$ cat src/design/tkhq_pkg.sv
// shared types, constants and codes for the two-key max heap queue
package tkhq_pkg;

   localparam int DEPTH      = 256;
   localparam int PRIO_WIDTH = 32;
   localparam int TAG_WIDTH  = 32;
   localparam int IDX_W      = $clog2(DEPTH);
   localparam int CNT_W      = 9;

   typedef struct packed {
      logic [PRIO_WIDTH-1:0] major;
      logic [PRIO_WIDTH-1:0] minor;
      logic [TAG_WIDTH-1:0]  tag;
   } entry_type;

   typedef enum logic [1:0] {
      STATUS_DONE  = 2'd0,
      STATUS_FULL  = 2'd1,
      STATUS_EMPTY = 2'd2
   } status_type;

   typedef enum logic {
      REQ_INSERT = 1'b0,
      REQ_REMOVE = 1'b1
   } req_kind_type;

   typedef enum logic [3:0] {
      ST_IDLE,
      ST_RM_ROOT,
      ST_RM_TAIL,
      ST_RM_LOAD,
      ST_UP_READ,
      ST_UP_CMP,
      ST_DN_READ_L,
      ST_DN_READ_R,
      ST_DN_PICK,
      ST_DN_CMP
   } state_type;

endpackage

$ cat src/design/tkhq_rank_cmp.sv
// shared lexicographic rank comparator: lhs ranks strictly below rhs
module tkhq_rank_cmp
   import tkhq_pkg::*;
(
   input  entry_type lhs,
   input  entry_type rhs,
   output logic      below
);

   always_comb begin
      if (lhs.major != rhs.major) begin
         below = (lhs.major < rhs.major);
      end else begin
         below = (lhs.minor < rhs.minor);
      end
   end

endmodule

$ cat config.mk
export PLATFORM = sky130hd
export DESIGN_NAME = tkhq_rank_cmp
export DESIGN_NICKNAME = d
export VERILOG_FILES = /design/src/design/tkhq_pkg.sv /design/src/design/tkhq_rank_cmp.sv
export SDC_FILE = /design/constraint.sdc
export NUM_CORES = 1
export LEC_CHECK = 0
export BUFFER_PORTS_ARGS = -buffer_cell sky130_fd_sc_hd__buf_2
export CAP_MARGIN = 10
export CORE_UTILIZATION = 30
export DETAILED_ROUTE_END_ITERATION = 10
export PLACE_DENSITY_LB_ADDON = 0.08
export SYNTH_ARGS = -nofsm -noshare
export SYNTH_HDL_FRONTEND = slang
export SYNTH_SLANG_ARGS = --single-unit
$ cat constraint.sdc
create_clock -name vclk -period 4.6
set_input_delay 0.92 -clock vclk [all_inputs]
set_output_delay 0.92 -clock vclk [all_outputs]
set_load 0.01 [all_outputs]
==> results.md <==
* Ranking of synthesized cells by area: ha_1 (48%), inv_1 (15%), a21oi_1 (8.0%)
* Drt total wl at 3950 um
* Final Hold Slack at approximately 2400 ps
* Sequential cell area at 0 um2
* Min-delay worst type: input pin to output port
* Largest net degree at the start of global routing at 5
* Fin area at 2370 um2
* WL/cell at 9.27 um
* Vias per cell at 4.33
* Post-synthesis compound-gate area fraction at 0.186
* Cells after synthesis at 227
* Register area share after synthesis at 0
* Cts hold-fix bufs at 0
* CP Max Fanout at 2
* Syn_area_per_cell at 7.19 um2
* DP Wirelength at roughly 3800 um
* Setup TNS at 0 ps
* Final hold vios at 0
* Gr usage total at 0.131
* Vias at about 1.8k
* Post-Layout Cell Count at 426
* CP Launch Point: lhs[69]
* Mapped cell area at between 1500 and 2000 um2
* Fillcell total at 570
* Crit path DAT at 2520 ps
* # nets final at between 600 and 700
* PD cells at 74.2 nW/um2
* Post-route DRC violation count at 0
* Initial drt markers at 21
* Die area at 5740 um2
* Share of the synthesized area in the top cell type at 0.483
* Antenna-violating nets left at 0
* Final core occ at 0.457
* Synth warnings at 0
* Pwr Total at 0.176 mW
* Share of layout cells above drive strength 1 at 0.390
* Std-Cell Rows at 26
* Synth unique cells at 28
* Worst Setup Start Kind: input pin
* Total global routing overflow at 0
* # resized after CTS at 0
* Post-synthesis simple-gate area fraction at 0.179
* Min-delay src: lhs[47]
* Fin crit period at 3440 ps
* Dpl cells at ~430
* Clk_buf instances at 0
* Pleak at 1.55 nW
* Die X at 75.8 um
* DP Area at between 2000 and 2500 um2
* I/O Pins at 193
* Die H at 75.8 um
* Area leader, netlist: ha_1
* Final worst slack at 1160 ps
* Main combinational cell family by area after synthesis: adder cells
* Worst vdd ir at 0.0274 mV
* Gp weighted congestion at approximately 0.74
* Final Max Tran Viols at 0
* Setup WS pre-CTS at 1120 ps
* Max Freq at 0.291 GHz
* First-pass GRT wire length at between 6000 and 7000 um
* Worst-margin pin slew at 368 ps
* Worst slew margin at 0.749
* Core area at roughly 5200 um2
* Area added between synthesis and finish at 44.9%
* Initial core utilization at 0.316
* Max Cap Viol at 0
* Initial antenna violation count at 0
* Setup bufs post-CTS at 0
* Status: finished clean
* Mux contribution to synthesized area at 0
* FFs & Latches at 0
* CP Capture Type: output port
* WP data required at 3680 ps
* Ant. Diodes at 0
* PortBufs at roughly 130
* Vias in the first global route at 1644
* Xor and xnor area share after synthesis at 0
* Post-Synth Adder-Cell Area at 0.483
* RSZ-0062 raised after global routing: no
* Worst setup path class: input pin to output port
* Crit share post-route at 0.748
* DRT Pass-1 Iters at 4
* Syn nets at slightly below 500
* Setup violations, final at 0
[Yosys cell counts (all sizes together) (4+ instances only)]
master and number:
nand4 11, ha 63, nand3 8, nor2 5, a21o 4, a21oi 26, nand2 15, inv 66
o21ai 10
[final cells by class]
class	instances	area (um2)	share of cell area
inverter	66	248	0.105
multi-input combinational	161	1390	0.585
tap	70	87.6	0.0370
timing repair buffer	129	646	0.273
[worst max-delay path: stages]
cell      delay, ps
buf_2           100
ha_1            300
a21oi_1         140
o21ai_1          80
a221oi_1        350
nor3b_1         100
a211o_2         330
o21ai_2          50
buf_2           140
[layer usage]
layer,up-vias,GRT usage,part of all wire,wire [um]
met1,714,0.176,0.48,1910
li1,1045,-,-,-
met5,-,0,0,0
met4,0,0,0,0
met3,0,0.0225,0.10,413
met2,86,0.230,0.41,1620
[kinds of logic (layout without fill, tap and decap cells)]
logic type | Yosys count | after routing
buffers and inverters | 66 | 195
adders and majority gates | 63 | 63
AOI/OAI and AO/OA | 50 | 50
and+or+nand+nor | 48 | 48
[worst paths after layout]
check             endpoint  slack (ps)  cells past startpoint
setup / recovery     below        1160                      9
hold / removal       below        2450                      6
[report_power, final]
group	switching [mW]	internal, mW	total (mW)	leakage [nW]
clock	0	0	0	0
sequential	0	0	0	0
combinational	0.0812	0.0945	0.176	1.55
total	0.0812	0.0945	0.176	1.55
[layout by cell type (no fill, tap or decap), drive strengths merged]
cell type	netlist	routed
and4	2	2
nand3	8	8
a221o	1	1
a2111o	1	1
nor2	5	5
a221oi	2	2
a2111oi	2	2
nand2	15	15
ha	63	63
a21o	4	4
buf	0	129
nand4	11	11
or2	1	1
o21ai	10	10
nand2b	2	2
inv	66	66
o2111ai	1	1
nor3b	1	1
a21oi	26	26
a211o	1	1
nor3	1	1
nor4	2	2
a211oi	2	2
(Power assumes the default switching activity.)
